$ cat config.mk
export PLATFORM = sky130hd
export DESIGN_NAME = session_sequence_replay_guard_flat
export DESIGN_NICKNAME = d
export VERILOG_FILES = /design/src/rtl/ssrg_pkg.sv /design/src/rtl/ssrg_if.sv /design/src/rtl/session_sequence_replay_guard.sv /design/src/rtl/ssrg_ctrl.sv /design/src/rtl/ssrg_datapath.sv /design/src/flat_wrapper.sv
export SDC_FILE = /design/constraint.sdc
export NUM_CORES = 2
export LEC_CHECK = 0
export BUFFER_PORTS_ARGS = -buffer_cell sky130_fd_sc_hd__buf_4
export CAP_MARGIN = 20
export CORE_MARGIN = 2
export CORE_UTILIZATION = 52
export CTS_CLUSTER_DIAMETER = 150
export DETAILED_ROUTE_END_ITERATION = 6
export HOLD_SLACK_MARGIN = 0.15
export PLACE_DENSITY = 0.76
export SLEW_MARGIN = 20
export SYNTH_ARGS = -nofsm -noshare
export SYNTH_HDL_FRONTEND = slang
export SYNTH_SLANG_ARGS = --single-unit
export TNS_END_PERCENT = 100
$ cat constraint.sdc
create_clock -name clk -period 18.63 [get_ports clk]
set_input_delay 0 -clock clk [delete_from_list [all_inputs] [get_ports clk]]
set_output_delay 0 -clock clk [all_outputs]
set_load 0.1 [all_outputs]
$ cat src/rtl/ssrg_pkg.sv
package ssrg_pkg;

  // Fixed field widths of the request channel, configuration port and table.
  localparam int unsigned KeyInW  = 32;
  localparam int unsigned SeqW    = 64;
  localparam int unsigned TimeW   = 32;
  localparam int unsigned CfgDataW = 32;
  localparam int unsigned CfgIdxW  = 2;
  localparam int unsigned LimitInW = 5;
  localparam int unsigned StampW   = 64;

  // Register indexes of the configuration port.
  localparam logic [CfgIdxW-1:0] REG_TTL   = 2'd0;
  localparam logic [CfgIdxW-1:0] REG_LIMIT = 2'd1;

  localparam logic [TimeW-1:0] TTL_RESET = 32'd30;

  typedef enum logic [1:0] {
    ST_IDLE,
    ST_SCAN,
    ST_COMMIT,
    ST_OUT
  } state_t;

  // Commands from the controller to the datapath.
  typedef struct packed {
    logic load;
    logic scan;
    logic commit;
    logic out_valid;
  } cmd_t;

  // Status from the datapath to the controller.
  typedef struct packed {
    logic scan_done;
  } status_t;

endpackage

$ cat src/rtl/ssrg_if.sv
interface ssrg_req_if;
  logic                          valid;
  logic                          ready;
  logic [ssrg_pkg::KeyInW-1:0]   session_key;
  logic [ssrg_pkg::SeqW-1:0]     sequence_number;
  logic [ssrg_pkg::TimeW-1:0]    now_sec;

  modport source (output valid, output session_key, output sequence_number,
                  output now_sec, input ready);
  modport sink (input valid, input session_key, input sequence_number,
                input now_sec, output ready);
endinterface

interface ssrg_res_if;
  logic valid;
  logic ready;
  logic accepted;
  logic new_session;
  logic evicted;

  modport source (output valid, output accepted, output new_session,
                  output evicted, input ready);
  modport sink (input valid, input accepted, input new_session,
                input evicted, output ready);
endinterface

$ cat src/rtl/session_sequence_replay_guard.sv
// Channel   Direction  Payload
// in_ch     sink       session_key, sequence_number, now_sec
// out_ch    source     accepted, new_session, evicted
// cfg_*     write      cfg_index selects ttl_seconds (0) or session_limit (1)
//
// The result is offered once a request has been accepted, scanned (one entry read
// per cycle, each entry evaluated from the read registers) and committed in a
// commit step. A new request is taken the cycle after the result has been
// delivered, so the block never holds more than one request at a time.
// Synchronous active-low reset empties the table and restores the registers.
// A stalled result holds in its register until out_ch.ready is high.
module session_sequence_replay_guard #(
  parameter int unsigned MAX_SESSIONS = 16,
  parameter int unsigned KEY_WIDTH    = 32
) (
  input  logic                          clk,
  input  logic                          rst_n,
  ssrg_req_if.sink                      in_ch,
  ssrg_res_if.source                    out_ch,
  input  logic                          cfg_we,
  input  logic [ssrg_pkg::CfgIdxW-1:0]  cfg_index,
  input  logic [ssrg_pkg::CfgDataW-1:0] cfg_data
);

  ssrg_pkg::cmd_t    cmd;
  ssrg_pkg::status_t status;

  ssrg_ctrl u_ctrl (
    .clk       (clk),
    .rst_n     (rst_n),
    .in_valid  (in_ch.valid),
    .out_ready (out_ch.ready),
    .status    (status),
    .cmd       (cmd),
    .in_ready  (in_ch.ready)
  );

  ssrg_datapath #(
    .N  (MAX_SESSIONS),
    .KW (KEY_WIDTH)
  ) u_dp (
    .clk             (clk),
    .rst_n           (rst_n),
    .cmd             (cmd),
    .status          (status),
    .in_key          (in_ch.session_key),
    .in_seq          (in_ch.sequence_number),
    .in_now          (in_ch.now_sec),
    .cfg_we          (cfg_we),
    .cfg_index       (cfg_index),
    .cfg_data        (cfg_data),
    .res_accepted    (out_ch.accepted),
    .res_new_session (out_ch.new_session),
    .res_evicted     (out_ch.evicted)
  );

  assign out_ch.valid = cmd.out_valid;

endmodule

$ cat src/rtl/ssrg_ctrl.sv
module ssrg_ctrl (
  input  logic              clk,
  input  logic              rst_n,
  input  logic              in_valid,
  input  logic              out_ready,
  input  ssrg_pkg::status_t status,
  output ssrg_pkg::cmd_t    cmd,
  output logic              in_ready
);

  ssrg_pkg::state_t state_r, state_nxt;

  // State register.
  always_ff @(posedge clk) begin
    if (!rst_n) begin
      state_r <= ssrg_pkg::ST_IDLE;
    end else begin
      state_r <= state_nxt;
    end
  end

  // Next state and commands.
  always_comb begin
    state_nxt = state_r;
    cmd = '0;
    in_ready = 1'b0;
    unique case (state_r)
      ssrg_pkg::ST_IDLE: begin
        in_ready = 1'b1;
        if (in_valid) begin
          cmd.load = 1'b1;
          state_nxt = ssrg_pkg::ST_SCAN;
        end
      end
      ssrg_pkg::ST_SCAN: begin
        cmd.scan = 1'b1;
        if (status.scan_done) begin
          state_nxt = ssrg_pkg::ST_COMMIT;
        end
      end
      ssrg_pkg::ST_COMMIT: begin
        cmd.commit = 1'b1;
        state_nxt = ssrg_pkg::ST_OUT;
      end
      ssrg_pkg::ST_OUT: begin
        cmd.out_valid = 1'b1;
        if (out_ready) begin
          state_nxt = ssrg_pkg::ST_IDLE;
        end
      end
      default: state_nxt = ssrg_pkg::ST_IDLE;
    endcase
  end

endmodule

$ cat src/rtl/ssrg_datapath.sv
module ssrg_datapath #(
  parameter int unsigned N  = 16,
  parameter int unsigned KW = 32
) (
  input  logic                            clk,
  input  logic                            rst_n,
  input  ssrg_pkg::cmd_t                  cmd,
  output ssrg_pkg::status_t               status,
  input  logic [ssrg_pkg::KeyInW-1:0]     in_key,
  input  logic [ssrg_pkg::SeqW-1:0]       in_seq,
  input  logic [ssrg_pkg::TimeW-1:0]      in_now,
  input  logic                            cfg_we,
  input  logic [ssrg_pkg::CfgIdxW-1:0]    cfg_index,
  input  logic [ssrg_pkg::CfgDataW-1:0]   cfg_data,
  output logic                            res_accepted,
  output logic                            res_new_session,
  output logic                            res_evicted
);

  localparam int unsigned AW = (N > 1) ? $clog2(N) : 1;
  localparam int unsigned CW = $clog2(N + 1);
  localparam logic [CW-1:0] NC = CW'(N);
  localparam logic [CW-1:0] LimitReset = (N < 16) ? CW'(N) : CW'(16);
  localparam logic [AW-1:0] LastIdx = AW'(N - 1);

  localparam int unsigned TW = ssrg_pkg::TimeW;
  localparam int unsigned SW = ssrg_pkg::SeqW;
  localparam int unsigned PW = ssrg_pkg::StampW;
  localparam int unsigned LimitInW_c = ssrg_pkg::LimitInW;

  // Table memories.
  logic [KW-1:0] key_mem   [N];
  logic [SW-1:0] seq_mem   [N];
  logic [TW-1:0] seen_mem  [N];
  logic [PW-1:0] stamp_mem [N];

  logic [N-1:0]  valid_r;
  logic [CW-1:0] count_r;
  logic [PW-1:0] stamp_ctr_r;
  logic [TW-1:0] ttl_r;
  logic [CW-1:0] limit_r;

  // Latched request.
  logic [KW-1:0] key_r;
  logic [SW-1:0] seq_r;
  logic [TW-1:0] now_r;

  // Scan pipeline.
  logic [CW-1:0] cnt_r;
  logic          ev_vld_r;
  logic [AW-1:0] ev_idx_r;
  logic [KW-1:0] rk_r;
  logic [SW-1:0] rs_r;
  logic [TW-1:0] rl_r;
  logic [PW-1:0] rt_r;

  // Scan results.
  logic          hit_r;
  logic [AW-1:0] hit_idx_r;
  logic [SW-1:0] hit_seq_r;
  logic          have_old_r;
  logic [AW-1:0] old_idx_r;
  logic [TW-1:0] old_seen_r;
  logic [PW-1:0] old_stamp_r;
  logic          have_free_r;
  logic [AW-1:0] free_idx_r;

  logic [63:0]   key_ext;
  logic          issue;
  logic          ev_valid, ev_exp, ev_live, ev_beats;
  logic [TW-1:0] ev_age;
  logic          seq_gt, do_evict;
  logic [AW-1:0] slot;
  logic [CW-1:0] cfg_lim;
  logic [LimitInW_c-1:0] lim_raw;

  assign key_ext = {32'd0, in_key};
  assign issue   = cmd.scan && (cnt_r < NC);

  // Evaluation of the entry read in the previous cycle.
  always_comb begin
    ev_valid = valid_r[ev_idx_r];
    ev_age   = now_r - rl_r;
    ev_exp   = ev_vld_r && ev_valid && (now_r >= rl_r) && (ev_age >= ttl_r);
    ev_live  = ev_vld_r && ev_valid && !ev_exp;
    ev_beats = !have_old_r || (rl_r < old_seen_r) ||
               ((rl_r == old_seen_r) && (rt_r < old_stamp_r));
  end

  assign status.scan_done = ev_vld_r && (ev_idx_r == LastIdx);

  // Commit decisions.
  always_comb begin
    seq_gt   = seq_r > hit_seq_r;
    do_evict = !hit_r && (count_r >= limit_r) && have_old_r;
    if (do_evict && (!have_free_r || (old_idx_r < free_idx_r))) begin
      slot = old_idx_r;
    end else begin
      slot = free_idx_r;
    end
  end

  // Clamp of a written session limit.
  always_comb begin
    lim_raw = cfg_data[LimitInW_c-1:0];
    if (lim_raw == '0) begin
      cfg_lim = CW'(1);
    end else if ({{(32-LimitInW_c){1'b0}}, lim_raw} > N) begin
      cfg_lim = NC;
    end else begin
      cfg_lim = CW'(lim_raw);
    end
  end

  // Configuration registers.
  always_ff @(posedge clk) begin
    if (!rst_n) begin
      ttl_r   <= ssrg_pkg::TTL_RESET;
      limit_r <= LimitReset;
    end else if (cfg_we) begin
      unique case (cfg_index)
        ssrg_pkg::REG_TTL:   ttl_r <= cfg_data[TW-1:0];
        ssrg_pkg::REG_LIMIT: limit_r <= cfg_lim;
        default: ;
      endcase
    end
  end

  // Memory reads during the scan and writes at commit.
  always_ff @(posedge clk) begin
    if (issue) begin
      rk_r <= key_mem[cnt_r[AW-1:0]];
      rs_r <= seq_mem[cnt_r[AW-1:0]];
      rl_r <= seen_mem[cnt_r[AW-1:0]];
      rt_r <= stamp_mem[cnt_r[AW-1:0]];
    end
    if (cmd.commit) begin
      if (hit_r) begin
        seen_mem[hit_idx_r] <= now_r;
        if (seq_gt) begin
          seq_mem[hit_idx_r] <= seq_r;
        end
      end else begin
        key_mem[slot]   <= key_r;
        seq_mem[slot]   <= seq_r;
        seen_mem[slot]  <= now_r;
        stamp_mem[slot] <= stamp_ctr_r;
      end
    end
  end

  // Request latch and result registers.
  always_ff @(posedge clk) begin
    if (cmd.load) begin
      key_r <= key_ext[KW-1:0];
      seq_r <= in_seq;
      now_r <= in_now;
    end
    if (cmd.commit) begin
      res_accepted    <= hit_r ? seq_gt : 1'b1;
      res_new_session <= !hit_r;
      res_evicted     <= do_evict;
    end
  end

  // Scan control, table occupancy and valid bits.
  always_ff @(posedge clk) begin
    if (!rst_n) begin
      valid_r     <= '0;
      count_r     <= '0;
      stamp_ctr_r <= '0;
      cnt_r       <= '0;
      ev_vld_r    <= 1'b0;
      hit_r       <= 1'b0;
      have_old_r  <= 1'b0;
      have_free_r <= 1'b0;
    end else begin
      ev_vld_r <= issue;
      if (issue) begin
        ev_idx_r <= cnt_r[AW-1:0];
        cnt_r    <= cnt_r + CW'(1);
      end
      if (cmd.load) begin
        cnt_r       <= '0;
        hit_r       <= 1'b0;
        have_old_r  <= 1'b0;
        have_free_r <= 1'b0;
      end
      if (ev_exp) begin
        valid_r[ev_idx_r] <= 1'b0;
        count_r <= count_r - CW'(1);
      end
      if (ev_live && (rk_r == key_r)) begin
        hit_r     <= 1'b1;
        hit_idx_r <= ev_idx_r;
        hit_seq_r <= rs_r;
      end
      if (ev_live && ev_beats) begin
        have_old_r  <= 1'b1;
        old_idx_r   <= ev_idx_r;
        old_seen_r  <= rl_r;
        old_stamp_r <= rt_r;
      end
      if (ev_vld_r && !ev_live && !have_free_r) begin
        have_free_r <= 1'b1;
        free_idx_r  <= ev_idx_r;
      end
      if (cmd.commit && !hit_r) begin
        if (do_evict) begin
          valid_r[old_idx_r] <= 1'b0;
        end else begin
          count_r <= count_r + CW'(1);
        end
        valid_r[slot] <= 1'b1;
        stamp_ctr_r   <= stamp_ctr_r + PW'(1);
      end
    end
  end

endmodule

$ cat src/flat_wrapper.sv
// flat-port wrapper written by rule: the top's interface ports become plain ports
module session_sequence_replay_guard_flat 
#(
  parameter int unsigned MAX_SESSIONS = 16,
  parameter int unsigned KEY_WIDTH    = 32
)
  (clk, rst_n, cfg_we, cfg_index, cfg_data, in_ch_valid, in_ch_session_key, in_ch_sequence_number, in_ch_now_sec, in_ch_ready, out_ch_valid, out_ch_accepted, out_ch_new_session, out_ch_evicted, out_ch_ready);
  ssrg_req_if in_ch_i ();
  ssrg_res_if out_ch_i ();
  input  logic clk;
  input  logic rst_n;
  input  logic cfg_we;
  input  logic [ssrg_pkg::CfgIdxW-1:0] cfg_index;
  input  logic [ssrg_pkg::CfgDataW-1:0] cfg_data;
  input wire logic [$bits(in_ch_i.valid)-1:0] in_ch_valid;
  input wire logic [$bits(in_ch_i.session_key)-1:0] in_ch_session_key;
  input wire logic [$bits(in_ch_i.sequence_number)-1:0] in_ch_sequence_number;
  input wire logic [$bits(in_ch_i.now_sec)-1:0] in_ch_now_sec;
  output wire logic [$bits(in_ch_i.ready)-1:0] in_ch_ready;
  output wire logic [$bits(out_ch_i.valid)-1:0] out_ch_valid;
  output wire logic [$bits(out_ch_i.accepted)-1:0] out_ch_accepted;
  output wire logic [$bits(out_ch_i.new_session)-1:0] out_ch_new_session;
  output wire logic [$bits(out_ch_i.evicted)-1:0] out_ch_evicted;
  input wire logic [$bits(out_ch_i.ready)-1:0] out_ch_ready;
  assign in_ch_i.valid = in_ch_valid;
  assign in_ch_i.session_key = in_ch_session_key;
  assign in_ch_i.sequence_number = in_ch_sequence_number;
  assign in_ch_i.now_sec = in_ch_now_sec;
  assign in_ch_ready = in_ch_i.ready;
  assign out_ch_valid = out_ch_i.valid;
  assign out_ch_accepted = out_ch_i.accepted;
  assign out_ch_new_session = out_ch_i.new_session;
  assign out_ch_evicted = out_ch_i.evicted;
  assign out_ch_i.ready = out_ch_ready;
  session_sequence_replay_guard #(.MAX_SESSIONS(MAX_SESSIONS), .KEY_WIDTH(KEY_WIDTH)) u_core (.clk(clk), .rst_n(rst_n), .in_ch(in_ch_i), .out_ch(out_ch_i), .cfg_we(cfg_we), .cfg_index(cfg_index), .cfg_data(cfg_data));
endmodule
==> impl_metrics.env <==
export IMPL_status="finished, final reports clean"
export IMPL_hold_path_end="u_core.u_dp.ttl_r[2]$_SDFFE_PN1P_"
export IMPL_die_width_um=529
export IMPL_hpwl_mm=165
export IMPL_layout_cells_most_common_list="3571 x edfxtp_1, 965 x mux4_2, 395 x dlygate4sd3_1, 371 x clkbuf_16, 286 x buf_4"
export IMPL_worst_skew_pair_late_latency_ns=0.99
export IMPL_crit_type="reg -> reg"
export IMPL_dieArea_um2=280000
export IMPL_ant_nets=0
export IMPL_drc_errors=0
export IMPL_cts_sinks=3704
export IMPL_fin_tns_setup_ns=0
export IMPL_post_cts_setup_buffers=0
export IMPL_grt_pass1_wl_mm=505
export IMPL_ys_types=81
export IMPL_placed_area_um2=150000
export IMPL_drive_gt1_frac=0.247
export IMPL_worst_slew_pin_slew_ns=1.32
export IMPL_drt_first_pass_iters=6
export IMPL_initial_core_util=0.523
export IMPL_design_area_um2=165000
export IMPL_worstHoldPathType="in -> reg"
export IMPL_tritoncts="yes"
export IMPL_crit_path_start_kind="flip-flop"
export IMPL_gp_congestion=0.848
export IMPL_cts_clk_slew_worst_paths_ns=0.06
export IMPL_timing_fmax_ghz=0.129
export IMPL_total_power_w=0.0203
export IMPL_wl_per_cell_um=30.9
export IMPL_worstPathCellList="inv_1 -> ha_1 -> fa_1 -> nor2b_1 -> o21ai_0 -> a21oi_1 -> nor2_1 -> o21ai_0 -> a21o_1 -> a2111oi_0 -> nor3_1 -> xor2_1 -> ha_1 -> nand4_1 -> nor2_1 -> nor3_1 -> o221ai_1 -> a21o_2 -> o21ai_0 -> nand3_1 -> nor3_2 -> buf_4 -> buf_4"
export IMPL_crit_top_cell="o21ai_0"
export IMPL_synth_area_um2=143000
export IMPL_syn_inst=6515
export IMPL_numPortBuffers=171
export IMPL_slew_headroom=0.120
export IMPL_first_global_vias=74034
export IMPL_hold_start="cfg_index[1]"
export IMPL_htree_levels=5
export IMPL_postSynthRegisterBits=3704
export IMPL_cts_root_buf="clkbuf_16"
export IMPL_irDropWorstVdd_mv=0.170
export IMPL_fin_crit_ns=7.74
export IMPL_pin_count=172
export IMPL_critical_path_required_ns=19.17
export IMPL_cts_buffer_depth=4
export IMPL_finish_net_count=7740
export IMPL_slowest_stage="o21ai_0"
export IMPL_yosys_warnings=0
export IMPL_async_flop_share=0
export IMPL_synth_edf_count=3571
export IMPL_hold_viol_final=0
export IMPL_skew_ns=0.0935
export IMPL_hold_path_depth=5
export IMPL_synth_main_ff_cell="edfxtp_1"
export IMPL_final_common_cell="edfxtp_1"
export IMPL_yosysTopAreaCell="edfxtp_1"
export IMPL_drt_total_wl_mm=347
export IMPL_setup_viol=0
export IMPL_rr_worst_depth=23
export IMPL_cp_arrival_ns=8.28
export IMPL_fp_dieH_um=529
export IMPL_synthesis_nets=6923
export IMPL_track_usage=0.248
export IMPL_num_vias=71513
export IMPL_area_growth_pct=15.5
export IMPL_syn_area_per_cell_um2=22.0
export IMPL_max_cap_viol_count=0
export IMPL_via_per_inst=6.38
export IMPL_cts_inserted_buffers=367
export IMPL_fin_crit_sh=0.415
export IMPL_grt_max_degree=153
export IMPL_core_area_um2=274000
export IMPL_cts_resized=0
export IMPL_p_per_area_nw_per_um2=123
export IMPL_cp_max_fo=39
export IMPL_r2r_end="u_core.u_dp.hit_seq_r[9]$_DFFE_PP_"
export IMPL_antenna_found_initial=17
export IMPL_r2r_start="u_core.u_dp.now_r[0]$_DFFE_PP_"
export IMPL_p_leak_nw=53.2
export IMPL_rows=192
export IMPL_synth_top_area_frac=0.749
export IMPL_crit_path_end_kind="flip-flop"
export IMPL_grt_overflow_total=0
export IMPL_slew_violations=0
export IMPL_ys_seq_area_frac=0.767
export IMPL_r2r_slack_ns=10.89
export IMPL_synth_area_top_cells="edfxtp_1 75%, mux4_2 15%, ha_1 2.1%"
export IMPL_drt_iter0_markers=10170
export IMPL_critical_path_max_stage_delay_ns=0.90
export IMPL_rsz0062_at_grt="no"
-- critical path, delay by kind of cell, from the launching register on --
kind / cells / cell delay [ns]
fa+ha+maj: 3 / 0.95
xor+xnor: 1 / 0.19
buf+inv: 3 / 1.33
flops: 1 / 0.64
compound gates: 8 / 2.67
simple gates: 8 / 1.48
-- worst max path at each step --
stage / from / end / slack (ns)
finish: u_core.u_dp.now_r[0]$_DFFE_PP_ / u_core.u_dp.hit_seq_r[9]$_DFFE_PP_ / 10.89
global route: u_core.u_dp.now_r[0]$_DFFE_PP_ / u_core.u_dp.hit_seq_r[9]$_DFFE_PP_ / 10.72
CTS: u_core.u_dp.now_r[0]$_DFFE_PP_ / u_core.u_dp.hit_seq_r[15]$_DFFE_PP_ / 11.27
detailed placement: u_core.u_dp.now_r[0]$_DFFE_PP_ / u_core.u_dp.hit_seq_r[3]$_DFFE_PP_ / 11.29
global placement: u_core.u_dp.now_r[0]$_DFFE_PP_ / u_core.u_dp.hit_seq_r[9]$_DFFE_PP_ / 11.39
floorplan: u_core.u_dp.now_r[13]$_DFFE_PP_ / u_core.u_dp.old_idx_r[0]$_DFFE_PP_ / 9.05
-- sequential cells by signal (all words and copies together), names as in the netlist, 5 cells and up --
name	count
u_core.u_dp.seq_mem	1024
u_core.u_dp.cnt_r	5
u_core.u_dp.key_mem	512
u_core.u_dp.now_r	32
u_core.u_dp.ttl_r	32
u_core.u_dp.seen_mem	512
u_core.u_dp.rl_r	32
u_core.u_dp.key_r	32
u_core.u_dp.stamp_ctr_r	64
u_core.u_dp.hit_seq_r	64
u_core.u_dp.rs_r	64
u_core.u_dp.rt_r	64
u_core.u_dp.old_stamp_r	64
u_core.u_dp.rk_r	32
u_core.u_dp.valid_r	16
u_core.u_dp.seq_r	64
u_core.u_dp.old_seen_r	32
u_core.u_dp.count_r	5
u_core.u_dp.limit_r	5
u_core.u_dp.stamp_mem	1024
-- logic make-up after synthesis --
group                    synth area share
flip-flops                          0.767
AO/OA/AOI/OAI                      0.0180
XOR/XNOR                          0.00734
adder cells (fa/ha/maj)            0.0211
AND/OR/NAND/NOR                    0.0204
buffers and inverters              0.0137
multiplexers                        0.152
-- through the flow --
| step | worst slack [ns] | utilization | hold WS [ns] | instances |
|---|---|---|---|---|
| floorplan | 9.05 | - | 0.0989 | 6515 |
| global placement | 11.39 | 0.545 | 0.178 | 10143 |
| detailed placement | 11.29 | 0.546 | 0.179 | 10156 |
| CTS | 11.27 | 0.604 | 0.162 | 11205 |
| global route | 10.72 | 0.604 | 0.262 | 11211 |
| finish | 10.89 | 0.604 | 0.250 | 11213 |
-- synth_stat cells (4+ instances only) --
| cell | count |
|---|---|
| or3_1 | 11 |
| inv_1 | 255 |
| buf_2 | 6 |
| nand3b_1 | 4 |
| and4_1 | 15 |
| a21oi_1 | 118 |
| a2111oi_0 | 5 |
| buf_1 | 39 |
| nor3b_1 | 4 |
| nor4_1 | 14 |
| and2_1 | 7 |
| o21ai_0 | 57 |
| o2111ai_1 | 6 |
| o21a_1 | 12 |
| ha_1 | 240 |
| o311a_1 | 4 |
| nand4_1 | 63 |
| clkbuf_1 | 205 |
| edfxtp_1 | 3571 |
| nand3_1 | 45 |
| o22ai_1 | 11 |
| nand2b_1 | 19 |
| a21o_1 | 90 |
| or2_2 | 5 |
| nand2_1 | 146 |
| o211a_1 | 4 |
| nor2_1 | 158 |
| xor2_1 | 87 |
| a211oi_1 | 10 |
| o21ai_1 | 4 |
| o211ai_1 | 21 |
| and3_1 | 28 |
| nor2b_1 | 15 |
| a211o_1 | 4 |
| nor3_1 | 24 |
| mux4_2 | 965 |
| a221oi_1 | 5 |
| a31oi_1 | 12 |
| dfxtp_1 | 133 |
| xnor2_1 | 33 |
-- layout make-up --
class / instances / area [um^2]
clock inverters: 187 / 1880
inverters: 255 / 960
multi-input cells: 2301 / 31700
fillers: 18087 / 109000
well taps: 3589 / 4490
repair buffers: 703 / 6620
flip-flops and latches: 3704 / 110000
clock buffers: 467 / 9800
diodes: 7 / 17.5
-- where the power goes --
part	switching (W)	internal [W]	total, W
logic	0.00144	0.00127	0.00270
registers	0.000440	0.00984	0.0103
clock network	0.00307	0.00420	0.00727
total	0.00495	0.0153	0.0203
-- metal layers --
| layer | GRT usage | share of wire |
|---|---|---|
| met1 | 0.336 | 0.37 |
| met2 | 0.411 | 0.50 |
| met3 | 0.0433 | 0.091 |
| met4 | 0.0803 | 0.033 |
| met5 | 0 | 0.00022 |
-- what timing repair did --
item                       CTS  global route
hold buffers               395             0
hold endpoints to repair   228             0
setup endpoints to repair    0             0
No activity file was read; power rests on OpenSTA's default activity.
